[config.mk]
export PLATFORM = sky130hd
export DESIGN_NAME = dde_cmac
export DESIGN_NICKNAME = d
export VERILOG_FILES = /design/src/hw/rtl/dde_pkg.sv /design/src/hw/rtl/dde_cmac.sv
export SDC_FILE = /design/constraint.sdc
export NUM_CORES = 2
export LEC_CHECK = 0
export BUFFER_PORTS_ARGS = -buffer_cell sky130_fd_sc_hd__buf_2
export CAP_MARGIN = 40
export CORE_MARGIN = 2
export CORE_UTILIZATION = 65
export CTS_CLUSTER_DIAMETER = 150
export DETAILED_ROUTE_END_ITERATION = 8
export HOLD_SLACK_MARGIN = 0.1
export PLACE_DENSITY = 0.83
export SYNTH_ARGS = -nofsm -noshare
export SYNTH_HDL_FRONTEND = slang
export SYNTH_SLANG_ARGS = --single-unit
[constraint.sdc]
create_clock -name i_clk -period 9.7 [get_ports i_clk]
set_clock_uncertainty 0.15 [all_clocks]
set_input_delay 1.94 -clock i_clk [delete_from_list [all_inputs] [get_ports i_clk]]
set_output_delay 1.94 -clock i_clk [all_outputs]
set_load 0.1 [all_outputs]
[src/hw/rtl/dde_pkg.sv]
package dde_pkg;

    // sample and twiddle word width, fraction bits of the twiddles
    localparam int SAMPLE_W    = 16;
    localparam int FRAC_W      = 15;

    // product, term and accumulator widths of the complex mac
    localparam int PROD_W      = 2 * SAMPLE_W;
    localparam int TERM_W      = PROD_W + 1;
    localparam int ACC_W       = 40;

    // result fields
    localparam int BIN_W       = 6;
    localparam int OUT_W       = 25;

    // stream data widths
    localparam int IN_TDATA_W  = 2 * SAMPLE_W;
    localparam int OUT_TDATA_W = BIN_W + 2 * OUT_W;

    // complex word, real part in the low bits
    typedef struct packed {
        logic signed [SAMPLE_W-1:0] im;
        logic signed [SAMPLE_W-1:0] re;
    } t_cplx;

    // control from the sequencer to the mac unit
    typedef struct packed {
        logic valid;
        logic clear;
    } t_mac_ctl;

endpackage

[src/hw/rtl/dde_cmac.sv]
module dde_cmac import dde_pkg::*; (
    input  logic                    i_clk,
    input  logic                    i_rst_n,
    input  t_mac_ctl                i_ctl,
    input  t_cplx                   i_x,
    input  t_cplx                   i_tw,
    output logic                    o_busy,
    output logic signed [ACC_W-1:0] o_acc_re,
    output logic signed [ACC_W-1:0] o_acc_im
);

    logic                     r_v1;
    logic                     r_v2;
    logic signed [PROD_W-1:0] r_p_rc;
    logic signed [PROD_W-1:0] r_p_is;
    logic signed [PROD_W-1:0] r_p_ic;
    logic signed [PROD_W-1:0] r_p_rs;
    logic signed [TERM_W-1:0] r_sum_re;
    logic signed [TERM_W-1:0] r_sum_im;
    logic signed [ACC_W-1:0]  r_acc_re;
    logic signed [ACC_W-1:0]  r_acc_im;

    // stage valid flags
    always_ff @(posedge i_clk) begin
        if (!i_rst_n) begin
            r_v1 <= 1'b0;
            r_v2 <= 1'b0;
        end else begin
            r_v1 <= i_ctl.valid;
            r_v2 <= r_v1;
        end
    end

    // four partial products
    always_ff @(posedge i_clk) begin
        r_p_rc <= i_x.re * i_tw.re;
        r_p_is <= i_x.im * i_tw.im;
        r_p_ic <= i_x.im * i_tw.re;
        r_p_rs <= i_x.re * i_tw.im;
    end

    // x * (c - j*s): real = xr*c + xi*s, imag = xi*c - xr*s
    always_ff @(posedge i_clk) begin
        r_sum_re <= TERM_W'(r_p_rc) + TERM_W'(r_p_is);
        r_sum_im <= TERM_W'(r_p_ic) - TERM_W'(r_p_rs);
    end

    // accumulate one term per cycle, cleared at bin start
    always_ff @(posedge i_clk) begin
        if (i_ctl.clear) begin
            r_acc_re <= '0;
            r_acc_im <= '0;
        end else if (r_v2) begin
            r_acc_re <= r_acc_re + ACC_W'(r_sum_re);
            r_acc_im <= r_acc_im + ACC_W'(r_sum_im);
        end
    end

    assign o_busy   = r_v1 | r_v2;
    assign o_acc_re = r_acc_re;
    assign o_acc_im = r_acc_im;

endmodule

==> parameters.txt <==
Parameter                              Value

Clock tree
  Deepest level of the CTS H-tree    2
  Clock-pin slew on the worst setup and hold paths    0.06 ns
  Number of buffers inserted during clock tree synthesis    36
  Maximum number of buffers from clock root to sink    3
  CTS root buffer    sky130_fd_sc_hd__clkbuf_16
  Clk_lat worst skew    0.56 ns
  Count of buffers added by post-CTS timing repair for setup    0
  CTS tree    done
  Clock sink count    roughly 280
  Post-cts resize count    0
  Post-CTS Hold Fix Bufs    0

Floorplan
  Initial cell density of the core    0.657
  Placement Rows    104
  Number of ports placed on the die boundary    between 100 and 150
  Width of the die    about 290 µm
  DIE AREA    83700 µm²
  DIE HEIGHT    slightly below 300 µm
  Area inside the core boundary    a little over 80000 µm²

Routing
  Wire length reported by the detailed router    123 mm
  Antenna viol nets, final    0
  Via count    slightly below 40000
  Wire length per cell    approximately 18 µm
  Number of vias per cell after detailed routing    5.69
  Pre-antenna DRT Iters    6
  Post-detailed-route DRC marker count    0
  Number of design-rule violations left by the first detailed-router iteration    roughly 2400

Yosys
  Multiplexer area fraction after synthesis    0.00894
  FF+latch count, synth    between 200 and 300
  Cells after synthesis    roughly 5800
  Most common flop cell mapped by yosys    sky130_fd_sc_hd__dfxtp_1
  Summed instance area of the synthesized netlist    approximately 53000 µm²
  Number of warnings issued by yosys    0
  Fraction of the yosys area taken by sequential cells    0.104
  Synthesized area per cell    ~9.1 µm²
  Simple-gate share of the synthesized area    0.146
  Post-synth net total    7400
  Number of distinct library cell variants in the gate-level netlist after synthesis    86
  Share of synthesized flip-flops with an asynchronous set or reset    0
  EDFF count, synth    0
  Synth Area in XOR/XNOR    0.0424
  Combinational family with the most area after synthesis    adder cells
  Synthesized-area fraction occupied by ao, oa, aoi and oai cells    0.0861
  Adder and majority cell fraction of the synthesized area    0.509

Critical path
  Crit path launch type    input pin
  CP endpoint kind    flop
  Biggest fanout along the worst timing path    32
  Total stage count of the critical path    22
  Dominant cell type by count on the critical path    sky130_fd_sc_hd__fa_1
  Kind of cell adding the most delay to the critical path    adder cells
  R2R depth    13
  Kind of critical path    in2reg
  Crit path DAT    slightly below 9 ns
  R2R Path Start    r_p_ic[0]
  Buf+Inv Stages, Crit Path    4
  CP max stage delay    between 0.6 and 0.7 ns
  Endpoint of the most critical register-to-register path    r_sum_im[32]
  R2R setup slack    between 5 and 6 ns
  Crit path required time    about 10 ns
  Slowest library cell on the worst path    sky130_fd_sc_hd__buf_2
  Cell-by-cell listing of the critical path    buf_2 > nand2_1 > fa_1 > fa_1 > fa_1 > inv_1 > fa_1 > fa_1 > inv_1 > fa_1 > inv_1 > ha_1 > a21o_1 > a21o_1 > a21o_1 > a211oi_1 > nor2_1 > o311ai_1 > a21oi_1 > a211o_1 > a21oi_1 > xnor2_1

Worst hold path
  Critical hold path startpoint    r_p_is[0]
  Worst Hold Endpoint    r_sum_re[0]
  Instance count along the most critical hold path    1
  HP Class    reg2reg

STA
  Hold WS    about 0.31 ns
  Accumulated negative setup slack    0 ns
  Highest achievable clock rate    around 120 MHz
  Setup Viol. Count Final    0
  Slew margin rel.    0.398
  Min setup slack post-route    1.36 ns
  Pins over their slew limit    0
  Shortest clock period the worst path allows after layout    8.34 ns
  Ratio of final minimum period to clock period    0.860
  Unrepaired setup endpoints after global routing    no
  Count of endpoints failing hold in the final timing report    0
  Slew at the pin closest to its max-slew limit    ~0.9 ns

Place
  Setup Slack @ Placement    approximately 0.91 ns
  Routability congestion estimate    between 0.9 and 1
  Count of port buffers added during placement    between 100 and 150
  Half-perimeter wire length after placement    between 90 and 100 mm

Outcome
  Result of the run    completed

GRT
  Total routing resource utilization after global routing    0.310
  Maximum number of pins on one net before global-route repair    45
  Total congestion overflow after global routing    0
  Wire length of the first global-routing pass    approximately 210 mm
  Number of antenna violations at the first check in global routing    11
  Via count of the first global-routing pass    ~42000

Final layout
  Commonest non-fill, non-tap cells in the layout    1224 x sky130_fd_sc_hd__inv_1, 1052 x sky130_fd_sc_hd__fa_1, 605 x sky130_fd_sc_hd__nand2_1
  Proportion of layout cells with a drive suffix above 1    0.0458
  Most common cell after layout, fill and taps aside    sky130_fd_sc_hd__inv_1
  Growth of design area from synthesis to finish    5.15%
  Nets    between 7000 and 8000

Flow run
  Max-cap violations    0
[cell usage after synthesis, types with 17 or more instances]
master                     instances  share of area
sky130_fd_sc_hd__xnor2_1         190          0.031
sky130_fd_sc_hd__a211oi_1         29         0.0041
sky130_fd_sc_hd__a21o_1          119          0.017
sky130_fd_sc_hd__clkbuf_1        213          0.015
sky130_fd_sc_hd__mux2i_1          45         0.0085
sky130_fd_sc_hd__inv_1          1224          0.087
sky130_fd_sc_hd__nand3_1          45         0.0043
sky130_fd_sc_hd__o21ai_1          31         0.0029
sky130_fd_sc_hd__a21oi_1         213          0.020
sky130_fd_sc_hd__dfxtp_1         276           0.10
sky130_fd_sc_hd__o21bai_1         36         0.0051
sky130_fd_sc_hd__a31oi_1          17         0.0020
sky130_fd_sc_hd__o21a_1           34         0.0048
sky130_fd_sc_hd__nor2_1          223          0.016
sky130_fd_sc_hd__and3_1           26         0.0031
sky130_fd_sc_hd__nor3_1           37         0.0035
sky130_fd_sc_hd__nand2_1         605          0.043
sky130_fd_sc_hd__and2_1          497          0.059
sky130_fd_sc_hd__o21ai_0          82         0.0078
sky130_fd_sc_hd__fa_1           1052           0.40
sky130_fd_sc_hd__ha_1            470           0.11
sky130_fd_sc_hd__xor2_1           66          0.011
sky130_fd_sc_hd__nand2b_1         44         0.0052
sky130_fd_sc_hd__nor2b_1          25         0.0030
[routing by layer]
| metal | GRT usage | share of wire | vias to the layer above |
|---|---|---|---|
| met1 | 0.420 | 0.41 | 19500 |
| li1 | - | - | 17800 |
| met2 | 0.490 | 0.46 | 1671 |
| met5 | 0 | 0.00075 | - |
| met4 | 0.128 | 0.044 | 14 |
| met3 | 0.0629 | 0.092 | 300 |
[state kept, by name, summed over array words and instances, names as in the netlist, 32 cells and up]
name,cells
r_p_rs,32
r_p_rc,32
r_p_is,32
o_acc_re,40
o_acc_im,40
r_p_ic,32
r_sum_re,33
r_sum_im,33
[cell type report]
type | count | area, µm²
repair buffers | 179 | 986
fillers | 6101 | 24900
diodes | 5 | 12.5
clock buffers | 46 | 998
well taps | 1060 | 1330
clock inverters | 17 | 226
multi-input cells | 4088 | 42000
inverters | 1225 | 4600
flip-flops and latches | 276 | 5530
[logic make-up (layout without fill, tap and decap cells)]
| group | count (synthesis) | count (layout) |
|---|---|---|
| other | 0 | 5 |
| adders and majority gates | 1522 | 1522 |
| DFF | 276 | 276 |
| muxes | 47 | 47 |
| and+or+nand+nor | 1574 | 1574 |
| buffers and inverters | 1446 | 1467 |
| xor gates and xnor gates | 256 | 256 |
| AOI/OAI and AO/OA | 689 | 689 |
[worst max path at each step]
stage	from	end
finish	i_tw[18]	r_p_rs[30]
global route	i_tw[2]	r_p_rc[30]
CTS	i_tw[2]	r_p_rc[30]
detailed placement	i_tw[2]	r_p_rc[30]
global placement	i_tw[2]	r_p_rc[30]
floorplan	i_x[10]	r_p_rc[30]
[metrics by stage]
step	std cells	instance area [µm²]	util
2_1_floorplan	5810	52900	-
3_5_place_dp	6828	54400	0.675
4_1_cts	6891	55600	0.691
5_1_grt	6895	55600	0.691
3_3_place_gp	6828	54400	0.675
6_report	6896	55600	0.691
Power is not shown: default switching activity piles up to over one toggle a cycle in this logic, so the estimate is an artifact.
