[src/hw/rtl/dde_pkg.sv]
package dde_pkg;

    // sample and twiddle word width, fraction bits of the twiddles
    localparam int SAMPLE_W    = 16;
    localparam int FRAC_W      = 15;

    // product, term and accumulator widths of the complex mac
    localparam int PROD_W      = 2 * SAMPLE_W;
    localparam int TERM_W      = PROD_W + 1;
    localparam int ACC_W       = 40;

    // result fields
    localparam int BIN_W       = 6;
    localparam int OUT_W       = 25;

    // stream data widths
    localparam int IN_TDATA_W  = 2 * SAMPLE_W;
    localparam int OUT_TDATA_W = BIN_W + 2 * OUT_W;

    // complex word, real part in the low bits
    typedef struct packed {
        logic signed [SAMPLE_W-1:0] im;
        logic signed [SAMPLE_W-1:0] re;
    } t_cplx;

    // control from the sequencer to the mac unit
    typedef struct packed {
        logic valid;
        logic clear;
    } t_mac_ctl;

endpackage

[src/hw/rtl/dde_twiddle_rom.sv]
module dde_twiddle_rom import dde_pkg::*; #(
    parameter int FRAME_SIZE = 64
) (
    input  logic                          i_clk,
    input  logic [$clog2(FRAME_SIZE)-1:0] i_addr,
    output t_cplx                         o_tw     // re = cos, im = sin
);

    localparam logic [63:0] PI4_Q30 = 64'd843314857;
    localparam logic [63:0] ONE_Q30 = 64'd1073741824;

    // q30 to q15 with round half up, clamp to [0, 32767]
    function automatic logic signed [SAMPLE_W-1:0] round_q15(input logic signed [63:0] v);
        logic signed [63:0] vv;
        logic signed [63:0] r;
        vv = (v < 0) ? 64'sd0 : v;
        r  = (vv + 64'sd16384) >>> FRAC_W;
        if (r > 64'sd32767) begin
            r = 64'sd32767;
        end
        return r[SAMPLE_W-1:0];
    endfunction

    // cos and sin of angle m*2*pi/N through octant fold and taylor series
    function automatic t_cplx tw_entry(input int m);
        logic [63:0]        u;
        logic [63:0]        o;
        logic [63:0]        a;
        logic [63:0]        g;
        logic [63:0]        x;
        logic [63:0]        x2;
        logic [63:0]        t;
        logic signed [63:0] ss;
        logic signed [63:0] cs;
        logic signed [63:0] sv;
        logic signed [63:0] cv;
        logic signed [63:0] c0;
        logic signed [63:0] s0;
        logic signed [63:0] cr;
        logic signed [63:0] sr;
        t_cplx              res;
        u = 64'(m) * 64'd8;
        o = (u / FRAME_SIZE) & 64'd7;
        a = u % FRAME_SIZE;
        g = o[0] ? (64'(FRAME_SIZE) - a) : a;
        x  = (g * PI4_Q30) / FRAME_SIZE;
        x2 = (x * x) >> 30;
        // sine series
        t  = x;
        ss = signed'(x);
        t  = ((t * x2) >> 30) / 64'd6;
        ss = ss - signed'(t);
        t  = ((t * x2) >> 30) / 64'd20;
        ss = ss + signed'(t);
        t  = ((t * x2) >> 30) / 64'd42;
        ss = ss - signed'(t);
        t  = ((t * x2) >> 30) / 64'd72;
        ss = ss + signed'(t);
        // cosine series
        t  = ONE_Q30;
        cs = signed'(ONE_Q30);
        t  = ((t * x2) >> 30) / 64'd2;
        cs = cs - signed'(t);
        t  = ((t * x2) >> 30) / 64'd12;
        cs = cs + signed'(t);
        t  = ((t * x2) >> 30) / 64'd30;
        cs = cs - signed'(t);
        t  = ((t * x2) >> 30) / 64'd56;
        cs = cs + signed'(t);
        t  = ((t * x2) >> 30) / 64'd90;
        cs = cs - signed'(t);
        sv = 64'(round_q15(ss));
        cv = 64'(round_q15(cs));
        // odd octants swap sine and cosine
        if (o[0]) begin
            c0 = sv;
            s0 = cv;
        end else begin
            c0 = cv;
            s0 = sv;
        end
        // quadrant rotation
        case (o[2:1])
            2'd0: begin
                cr = c0;
                sr = s0;
            end
            2'd1: begin
                cr = -s0;
                sr = c0;
            end
            2'd2: begin
                cr = -c0;
                sr = -s0;
            end
            default: begin
                cr = s0;
                sr = -c0;
            end
        endcase
        res.re = cr[SAMPLE_W-1:0];
        res.im = sr[SAMPLE_W-1:0];
        return res;
    endfunction

    t_cplx w_tab [FRAME_SIZE];
    t_cplx r_tw;

    // constant table, one entry per angle step
    for (genvar gi = 0; gi < FRAME_SIZE; gi++) begin : g_tab
        localparam t_cplx ENTRY = tw_entry(gi);
        assign w_tab[gi] = ENTRY;
    end

    // registered table read
    always_ff @(posedge i_clk) begin
        r_tw <= w_tab[i_addr];
    end

    assign o_tw = r_tw;

endmodule

[config.mk]
export PLATFORM = sky130hd
export DESIGN_NAME = dde_twiddle_rom
export DESIGN_NICKNAME = d
export VERILOG_FILES = /design/src/hw/rtl/dde_pkg.sv /design/src/hw/rtl/dde_twiddle_rom.sv
export SDC_FILE = /design/constraint.sdc
export NUM_CORES = 1
export LEC_CHECK = 0
export BUFFER_PORTS_ARGS = -buffer_cell sky130_fd_sc_hd__buf_4
export CORE_MARGIN = 10
export CORE_UTILIZATION = 60
export CTS_BUF_LIST = sky130_fd_sc_hd__clkbuf_4
export DETAILED_ROUTE_END_ITERATION = 8
export GPL_ROUTABILITY_DRIVEN = 0
export HOLD_SLACK_MARGIN = 0.12
export PLACE_DENSITY = 0.88
export SLEW_MARGIN = 10
export SYNTH_ARGS = -nofsm -noshare
export SYNTH_HDL_FRONTEND = slang
export SYNTH_SLANG_ARGS = --single-unit
[constraint.sdc]
create_clock -name i_clk -period 2.95 [get_ports i_clk]
set_input_delay 0.59 -clock i_clk [delete_from_list [all_inputs] [get_ports i_clk]]
set_output_delay 0.59 -clock i_clk [all_outputs]
set_load 0.005 [all_outputs]
==> metrics, run 1 <==
TritonCTS clock tree yes; Area Growth Syn to Fin 11.18%; DR vias 2763; dominant synthesized flop cell dfxtp_1; total gr overflow 0; main area contributors after synthesis dfxtp_1 23%, mux4_2 16%, mux2i_1 11%; FMAX 410.1 MHz; die height 88.82 um; Final setup viols 0; count leader, synth dfxtp_1; clk buf depth 2; Required @ worst endpoint 3.18 ns; Die ar. 0.007888 sq mm; synthesized area per cell 8.852 sq um; crit path DAT 2.67 ns; hold crit path type input pin to register; commonest cells in the synthesized netlist 32 x dfxtp_1, 31 x mux2i_1, 21 x a21oi_1, 21 x buf_2, 20 x mux4_2; Synth area leader dfxtp_1; Final Core Density 0.7061; Synth Area in Simple Gates 0.1506; Max-cap violations 0; Synth Area in Compound Gates 0.2026; initial core utilization 0.6351; largest family of logic cells by synthesized area multiplexers; area of the core 0.004474 sq mm; post-synth cell types 51; synth warn 0; pwr dens 429.0 mW/mm^2; Post-Synth Adder-Cell Area 0.04403; clk root buf clkbuf_4; final non-filler cell area 0.003159 sq mm; port bufs 38; vias in the first global route 2589; worst hold stages 2; Tmin final 2.438 ns; Rel. slew slack 0.5186; worst-margin pin slew 0.7213 ns; Clock Pin Slew Worst Setup and Hold Paths 0.11 ns; Post-Synth XOR/XNOR Area 0.01849; Total GRT Usage 0.2011; HPWL Detailed 5.395 mm; Peak VDD IR 0.2090 mV; Min Hold Slack 0.6680 ns; Seq cells post-synth 32; top cell type's share of synthesized area 0.2255; Slew Limit Fails 0; status completed; DP Area 0.003079 sq mm; Worst Setup End Kind register; initial antenna violation count 0; post_cts resized 0; sequential area share after synthesis 0.2255; # IOs 39; H-tree levels 2; Post-synth ARST share 0; drt initial violations 588; crit-path max FO 19; diodes inserted 0; RSZ-0062 raised after global routing false; mux contribution to synthesized area 0.2836; Lkg Pwr 1.336 nW; Residual DRC 0; clock sinks 32; Final Hold Viols 0; Post-Synthesis Cells 321; FP Rows 24; drt wl/cell 20.26 um; Startpoint Class input pin; Routed WL 7.903 mm; layout cells sized above 1 0.2426; Syn Nets 338; Post-CTS Hold Buffers 0; max reg flops 32; DIE WIDTH 88.82 um; fin nets 354; Post-synth EDFFs 0; Num CTS Buffers 5; first-pass GRT wire length 12.70 mm; Crit Path Category input pin to register; Setup TNS 0 ns; Vias/cell 7.085; largest net degree at the start of global routing 55; 1st-pass router iterations 7; crit share post-route 0.8265; Routed Antenna Nets 0; Post-CTS Setup Bufs 0; Mapped Area 0.002841 sq mm
## path summary, 6_finish.rpt
path,end,startpoint
max,o_tw[4]$_DFF_P_,i_addr[1]
min,o_tw[30]$_DFF_P_,i_addr[4]
## report_power, final
group | internal (W) | switching, W | total (W)
Clock | 0.000187 | 0.000157 | 0.000344
Combinational | 0.000242 | 0.000261 | 0.000503
Sequential | 0.000493 | 0.0000161 | 0.000509
Total | 0.000921 | 0.000434 | 0.00136
## cells by family (layout without fill, tap and decap cells)
| logic type | count (synthesis) | in the layout |
|---|---|---|
| compound gates | 88 | 88 |
| xor+xnor | 6 | 6 |
| fa+ha+maj | 10 | 10 |
| buf+inv | 48 | 65 |
| flops | 32 | 32 |
| mux | 55 | 55 |
| simple gates | 82 | 82 |
## layer usage
layer  vias up  share of wire  track usage
li1       1224              -            -
met1      1284           0.37       0.2392
met2       213           0.48       0.3344
met3        42           0.11      0.04779
met4         0          0.038      0.09398
met5         -              0            0
## area by class of cell
| class | instances | area (sq um) |
|---|---|---|
| repair buffers | 46 | 345.3 |
| clock buffers | 6 | 45.04 |
| multi-input cells | 241 | 1987 |
| inverters | 11 | 41.29 |
| well taps | 52 | 65.06 |
| flip-flops and latches | 32 | 640.6 |
| clock inverters | 2 | 35.03 |
| fillers | 328 | 1315 |
## through the flow
stage | instances | power (W) | setup WS, ns
after global placement | 382 | 0.0009960 | 0.3371
after detailed placement | 382 | 0.001014 | 0.2088
after global routing | 390 | 0.001420 | 0.4323
final | 390 | 0.001355 | 0.5118
after floorplan | 321 | 0.0008402 | 0.5923
after CTS | 390 | 0.001353 | 0.5662
## layout by cell type (no fill, tap or decap), types with 9 or more instances in the layout
| master | n |
|---|---|
| mux4_2 | 20 |
| a31oi_1 | 14 |
| nand2b_1 | 11 |
| nand2_1 | 17 |
| o21ai_1 | 9 |
| nor3_1 | 9 |
| mux2i_1 | 31 |
| nor2_1 | 16 |
| dfxtp_1 | 32 |
| ha_1 | 10 |
| buf_4 | 46 |
| a21oi_1 | 21 |
## critical path: stages
cell	delay (ns)
buf_4	0.21
inv_1	0.19
ha_1	0.51
inv_1	0.13
mux4_2	0.46
mux2_2	0.30
mux2_2	0.26
No activity file was read; power rests on OpenSTA's default activity.
==> inputs of run 2 (changes only) <==
--- a/config.mk
+++ b/config.mk
@@ -5,14 +5,15 @@
 export SDC_FILE = /design/constraint.sdc
 export NUM_CORES = 1
 export LEC_CHECK = 0
+export ABC_AREA = 1
 export BUFFER_PORTS_ARGS = -buffer_cell sky130_fd_sc_hd__buf_4
 export CORE_MARGIN = 10
-export CORE_UTILIZATION = 60
+export CORE_UTILIZATION = 54
 export CTS_BUF_LIST = sky130_fd_sc_hd__clkbuf_4
 export DETAILED_ROUTE_END_ITERATION = 8
 export GPL_ROUTABILITY_DRIVEN = 0
 export HOLD_SLACK_MARGIN = 0.12
-export PLACE_DENSITY = 0.88
+export PLACE_DENSITY = 0.84
 export SLEW_MARGIN = 10
 export SYNTH_ARGS = -nofsm -noshare
 export SYNTH_HDL_FRONTEND = slang
==> constraint.sdc (replaced) <==
create_clock -name i_clk -period 2.2 [get_ports i_clk]
set_input_delay 0.44 -clock i_clk [delete_from_list [all_inputs] [get_ports i_clk]]
set_output_delay 0.44 -clock i_clk [all_outputs]
set_load 0.005 [all_outputs]
==> metrics, run 2 <==
status completed (unchanged); Crit path buffers/inverters 3 (unchanged); Required @ worst endpoint 2.45 ns (was 3.18 ns); Die ar. 0.008136 sq mm (was 0.007888 sq mm); clock sinks 32 (unchanged); Routed Antenna Nets 0 (unchanged); Final Hold Viols 0 (unchanged); # IOs 39 (unchanged); Post-synth ARST share 0 (unchanged); Num CTS Buffers 5 (unchanged); Routed WL 7.883 mm (was 7.903 mm); CP max stage delay 0.36 ns (was 0.51 ns); worst-path cell chain buf_4 -> inv_1 -> ha_1 -> nor2_1 -> nor2_1 -> nand2_1 -> nand2_1 -> nand2_1 -> nand2_1 -> inv_1 -> nand2_1 (was buf_4 -> inv_1 -> ha_1 -> inv_1 -> mux4_2 -> mux2_2 -> mux2_2); largest net degree at the start of global routing 47 (was 55); Startpoint Class input pin (unchanged); Vias/cell 5.732 (was 7.085); Final setup viols 0 (unchanged); clk buf depth 2 (unchanged); Syn Nets 475 (was 338); most common cell after layout, fill and taps aside nand2_1 (was buf_4); synth warn 0 (unchanged); Lkg Pwr 1.611 nW (was 1.336 nW); worst hold stages 3 (was 2); Residual DRC 0 (unchanged); HPWL Detailed 5.729 mm (was 5.395 mm); Peak VDD IR 0.3259 mV (was 0.2090 mV); Top cell by count, worst path nand2_1; H-tree levels 2 (unchanged); fin nets 501 (was 354); drt wl/cell 14.28 um (was 20.26 um); Rel. slew slack 0.5830 (was 0.5186); commonest cells after routing, fill and taps aside 198 x nand2_1, 73 x nand3_1, 42 x buf_4, 37 x inv_1, 32 x dfxtp_1 (was 46 x buf_4, 32 x dfxtp_1, 31 x mux2i_1, 21 x a21oi_1, 20 x mux4_2); Seq cells post-synth 32 (unchanged); clk root buf clkbuf_4 (unchanged); max reg flops 32 (unchanged); crit-path max FO 8 (was 19); first-pass GRT wire length 13.51 mm (was 12.70 mm); Post-Synthesis Cells 458 (was 321); sequential area share after synthesis 0.2407 (was 0.2255); Max-cap violations 0 (unchanged); Synth area leader nand2_1 (was dfxtp_1); Post-synth EDFFs 0 (unchanged); Clock Pin Slew Worst Setup and Hold Paths 0.10 ns (was 0.11 ns); DIE WIDTH 90.20 um (was 88.82 um); Crit path max-delay family simple AND/OR/NAND/NOR gates (was multiplexers); Tmin final 1.667 ns; pwr dens 567.5 mW/mm^2 (was 429.0 mW/mm^2); vias in the first global route 2864 (was 2589); top cell type's share of synthesized area 0.2793 (was 0.2255); Post-CTS Hold Buffers 0 (unchanged); port bufs 38 (unchanged); crit share post-route 0.7579; FP Rows 25 (was 24); hold crit path type input pin to register (unchanged); synthesized area per cell 5.811 sq um (was 8.852 sq um); layout cells sized above 1 0.1505 (was 0.2426); worst-margin pin slew 0.6240 ns (was 0.7213 ns); dominant synthesized flop cell dfxtp_1 (unchanged); # fillers 484 (was 328); initial antenna violation count 0 (unchanged); Crit Path Category input pin to register (unchanged); drt initial violations 624 (was 588); post-synth cell types 26 (was 51); 1st-pass router iterations 8 (was 7); worst hold start i_addr[5] (was i_addr[4]); WHS Endpoint o_tw[31]$_SDFF_PN0_ (was o_tw[30]$_DFF_P_); diodes inserted 0 (unchanged); crit path DAT 1.92 ns (was 2.67 ns); TritonCTS clock tree yes (unchanged); post_cts resized 0 (unchanged); main area contributors after synthesis nand2_1 28%, dfxtp_1 24%, nand3_1 14% (was dfxtp_1 23%, mux4_2 16%, mux2i_1 11%); Worst Setup End Kind register (unchanged); Setup TNS 0 ns (unchanged); Area Growth Syn to Fin 11.89% (was 11.18%); FMAX 599.8 MHz; Mapped Area 0.002661 sq mm (was 0.002841 sq mm); CP max-delay cell ha_1 (unchanged); Slew Limit Fails 0 (unchanged); initial core utilization 0.5597 (was 0.6351); Final Core Density 0.6263 (was 0.7061); Total GRT Usage 0.1921 (was 0.2011); Post-CTS Setup Bufs 0 (unchanged); area of the core 0.004755 sq mm (was 0.004474 sq mm); count leader, synth nand2_1 (was dfxtp_1); RSZ-0062 raised after global routing false (unchanged); DR vias 3164 (was 2763); die height 90.20 um (was 88.82 um); commonest cells in the synthesized netlist 198 x nand2_1, 73 x nand3_1, 37 x inv_1 (was 32 x dfxtp_1, 31 x mux2i_1, 21 x a21oi_1, 21 x buf_2, 20 x mux4_2); total gr overflow 0 (unchanged)
==> run 2: cell families (layout without fill, tap and decap cells) <==
kind of cell | Yosys count | after routing | share of synthesized area
buf+inv | 66 | 93 | 0.1208
flops | 32 | 32 | 0.2407
simple gates | 319 | 319 | 0.5233
compound gates | 31 | 31 | 0.06817
fa+ha+maj | 10 | 10 | 0.04701
==> run 2: worst max-delay path by stage <==
| stage | start | to | slack, ns | cells after the start |
|---|---|---|---|---|
| floorplan | i_addr[0] | o_tw[2]$_DFF_P_ | 0.66 | 10 |
| global placement | i_addr[1] | o_tw[2]$_DFF_P_ | 0.26 | 11 |
| detailed placement | i_addr[1] | o_tw[18]$_DFF_P_ | 0.23 | 11 |
| CTS | i_addr[1] | o_tw[2]$_DFF_P_ | 0.60 | 11 |
| global route | i_addr[0] | o_tw[2]$_DFF_P_ | 0.37 | 11 |
| finish | i_addr[1] | o_tw[2]$_DFF_P_ | 0.53 | 11 |
==> run 2: where the power goes <==
| group | internal (W) | switching [W] |
|---|---|---|
| clock network | 0.000232 | 0.000203 |
| logic | 0.000226 | 0.000355 |
| registers | 0.000655 | 0.0000187 |
==> run 2: per-stage QoR <==
stage | total power [W] | cell area [sq um] | setup WS (ns) | hold WS (ns) | instances
6_report | 0.001690 | 2978 | 0.5327 | 0.3981 | 552
5_1_grt | 0.001805 | 2978 | 0.3683 | 0.4213 | 552
4_1_cts | 0.001692 | 2978 | 0.5960 | 0.3923 | 552
3_5_place_dp | 0.001258 | 2903 | 0.2302 | 0.7536 | 544
3_3_place_gp | 0.001247 | 2903 | 0.2649 | 0.7442 | 544
2_1_floorplan | 0.001054 | 2661 | 0.6639 | 0.5877 | 458
==> run 2: final cells by class <==
class | instances | area, sq um | share of cell area
Tap cell | 67 | 83.83 | 0.02815
Clock buffer | 5 | 37.54 | 0.01261
Timing Repair Buffer | 42 | 315.3 | 0.1059
Sequential cell | 32 | 640.6 | 0.2151
Multi-Input combinational cell | 360 | 1699 | 0.5706
Inverter | 43 | 163.9 | 0.05504
Clock inverter | 3 | 37.54 | 0.01261
==> run 2: routing by layer <==
layer / share of wire / wire length (um) / global-route usage
met2: 0.44 / 3453 / 0.2978
met3: 0.13 / 1039 / 0.06068
met1: 0.39 / 3099 / 0.2389
met4: 0.037 / 291 / 0.08090
met5: 0 / 0 / 0
==> inputs of run 3 (changes only) <==
--- a/config.mk
+++ b/config.mk
@@ -5,7 +5,7 @@
 export SDC_FILE = /design/constraint.sdc
 export NUM_CORES = 1
 export LEC_CHECK = 0
-export ABC_AREA = 1
+export ABC_AREA = 0
 export BUFFER_PORTS_ARGS = -buffer_cell sky130_fd_sc_hd__buf_4
 export CORE_MARGIN = 10
 export CORE_UTILIZATION = 54
==> constraint.sdc (replaced) <==
create_clock -name i_clk -period 1.4 [get_ports i_clk]
set_input_delay 0.28 -clock i_clk [delete_from_list [all_inputs] [get_ports i_clk]]
set_output_delay 0.28 -clock i_clk [all_outputs]
set_load 0.005 [all_outputs]
==> metrics, run 3 (synthesis results as in run 1) <==
clk root buf clkbuf_4 (unchanged); Routed Antenna Nets 0 (unchanged); Crit Path Category input pin to register (unchanged); largest net degree at the start of global routing 26 (was 47); DR vias 3224 (was 3164); H-tree levels 2 (unchanged); Lkg Pwr 1.748 nW (was 1.611 nW); Peak VDD IR 0.4068 mV (was 0.3259 mV); total gr overflow 0 (unchanged); DIE WIDTH 92.54 um (was 90.20 um); clk buf depth 2 (unchanged); worst-path cell chain buf_12 -> inv_8 -> buf_4 -> ha_4 -> o21a_1 -> o21ai_1 -> o31ai_1 -> mux4_2 (was buf_4 -> inv_1 -> ha_1 -> nor2_1 -> nor2_1 -> nand2_1 -> nand2_1 -> nand2_1 -> nand2_1 -> inv_1 -> nand2_1); Die ar. 0.008564 sq mm (was 0.008136 sq mm); pwr dens 756.0 mW/mm^2 (was 567.5 mW/mm^2); Crit path max-delay family compound AO/OA/AOI/OAI gates (was simple AND/OR/NAND/NOR gates); Num CTS Buffers 5 (unchanged); Area Growth Syn to Fin 42.18% (was 11.89%); vias in the first global route 3093 (was 2864); Final setup viols 11 (was 0); Max-cap violations 0 (unchanged); initial antenna violation count 0 (unchanged); TritonCTS clock tree yes (unchanged); port bufs 38 (unchanged); worst hold stages 3 (unchanged); commonest cells after routing, fill and taps aside 101 x buf_4, 32 x dfxtp_1, 29 x mux2i_1, 20 x mux4_2, 17 x a21oi_1 (was 198 x nand2_1, 73 x nand3_1, 42 x buf_4, 37 x inv_1, 32 x dfxtp_1); fin nets 425 (was 501); Startpoint Class input pin (unchanged); drt initial violations 694 (was 624); Vias/cell 6.745 (was 5.732); CP max stage delay 0.47 ns (was 0.36 ns); Final Hold Viols 0 (unchanged); most common cell after layout, fill and taps aside buf_4 (was nand2_1); Worst Slack Setup Final -0.2017 ns (was 0.5327 ns); HPWL Detailed 6.831 mm (was 5.729 mm); crit path DAT 1.84 ns (was 1.92 ns); RSZ-0062 raised after global routing true (was false); Post-CTS Hold Buffers 0 (unchanged); Worst path depth 8 (was 11); crit share post-route 1.144; Rel. slew slack 0.7197 (was 0.5830); Slew Limit Fails 0 (unchanged); drt wl/cell 21.96 um (was 14.28 um); Worst Setup End Kind register (unchanged); max reg flops 32 (unchanged); FMAX 624.3 MHz; first-pass GRT wire length 15.30 mm (was 13.51 mm); Total GRT Usage 0.2179 (was 0.1921); FP Rows 26 (was 25); diodes inserted 0 (unchanged); Tmin final 1.602 ns; layout cells sized above 1 0.4657 (was 0.1505); Residual DRC 0 (unchanged); Clock Pin Slew Worst Setup and Hold Paths 0.10 ns (about the same); clock sinks 32 (unchanged); failing checks negative setup slack; Required @ worst endpoint 1.64 ns (was 2.45 ns); initial core utilization 0.5563 (was 0.5597); crit-path max FO 10 (was 8); CP max-delay cell mux4_2 (was ha_1); Final Core Density 0.7910 (was 0.6263); Crit path buffers/inverters 3 (unchanged); status finished, violations left (was completed); worst-margin pin slew 0.4139 ns (was 0.6240 ns); 1st-pass router iterations 8 (unchanged); die height 92.54 um (was 90.20 um); Routed WL 10.50 mm (was 7.883 mm); hold crit path type input pin to register (unchanged); Setup TNS -1.025 ns (was 0 ns); # IOs 39 (unchanged); area of the core 0.005107 sq mm (was 0.004755 sq mm)
[run 3: metal layers]
metal  track usage  wire [um]  up-vias  share of wire
li1              -          -     1369              -
met1        0.2407       3648     1480           0.35
met2        0.3747       4943      282           0.47
met3       0.04843       1220       93           0.12
met4        0.1311        686        0          0.065
met5             0          0        -              0
[run 3: area by class of cell]
class                   instances  area [sq um]
fillers                       290          1067
clock buffers                   6         45.04
flip-flops and latches         32         640.6
repair buffers                117          1012
clock inverters                 1         5.005
inverters                      11         56.30
multi-input cells             241          2193
well taps                      70         87.58
[run 3: final timing paths]
| kind | startpoint | end |
|---|---|---|
| max | i_addr[0] | o_tw[9]$_DFF_P_ |
| min | i_addr[4] | o_tw[24]$_DFF_P_ |
[run 3: report_power, final]
group          switching [W]  internal [W]  total, W
Sequential         0.0000381       0.00104   0.00108
Clock               0.000336      0.000204  0.000540
Combinational       0.000692      0.000746   0.00144
[run 3: timing repair]
item | in CTS | in global routing
endpoints found under the setup margin | 22 | 21
pin swaps | 2 | 6
setup buffers | 0 | 6
resized for setup | 23 | 33
[run 3: per-stage QoR]
stage	setup slack [ns]	total power, W	cells	hold WS [ns]	cell area, sq um
after floorplan	-0.4269	0.001809	321	0.5642	2958
after global placement	-0.5527	0.002305	465	0.6618	3736
after detailed placement	-0.5607	0.002357	465	0.6613	3736
after CTS	-0.08026	0.002892	472	0.3303	3850
after global routing	-0.2856	0.003174	478	0.3209	4040
final	-0.2017	0.003054	478	0.3074	4040
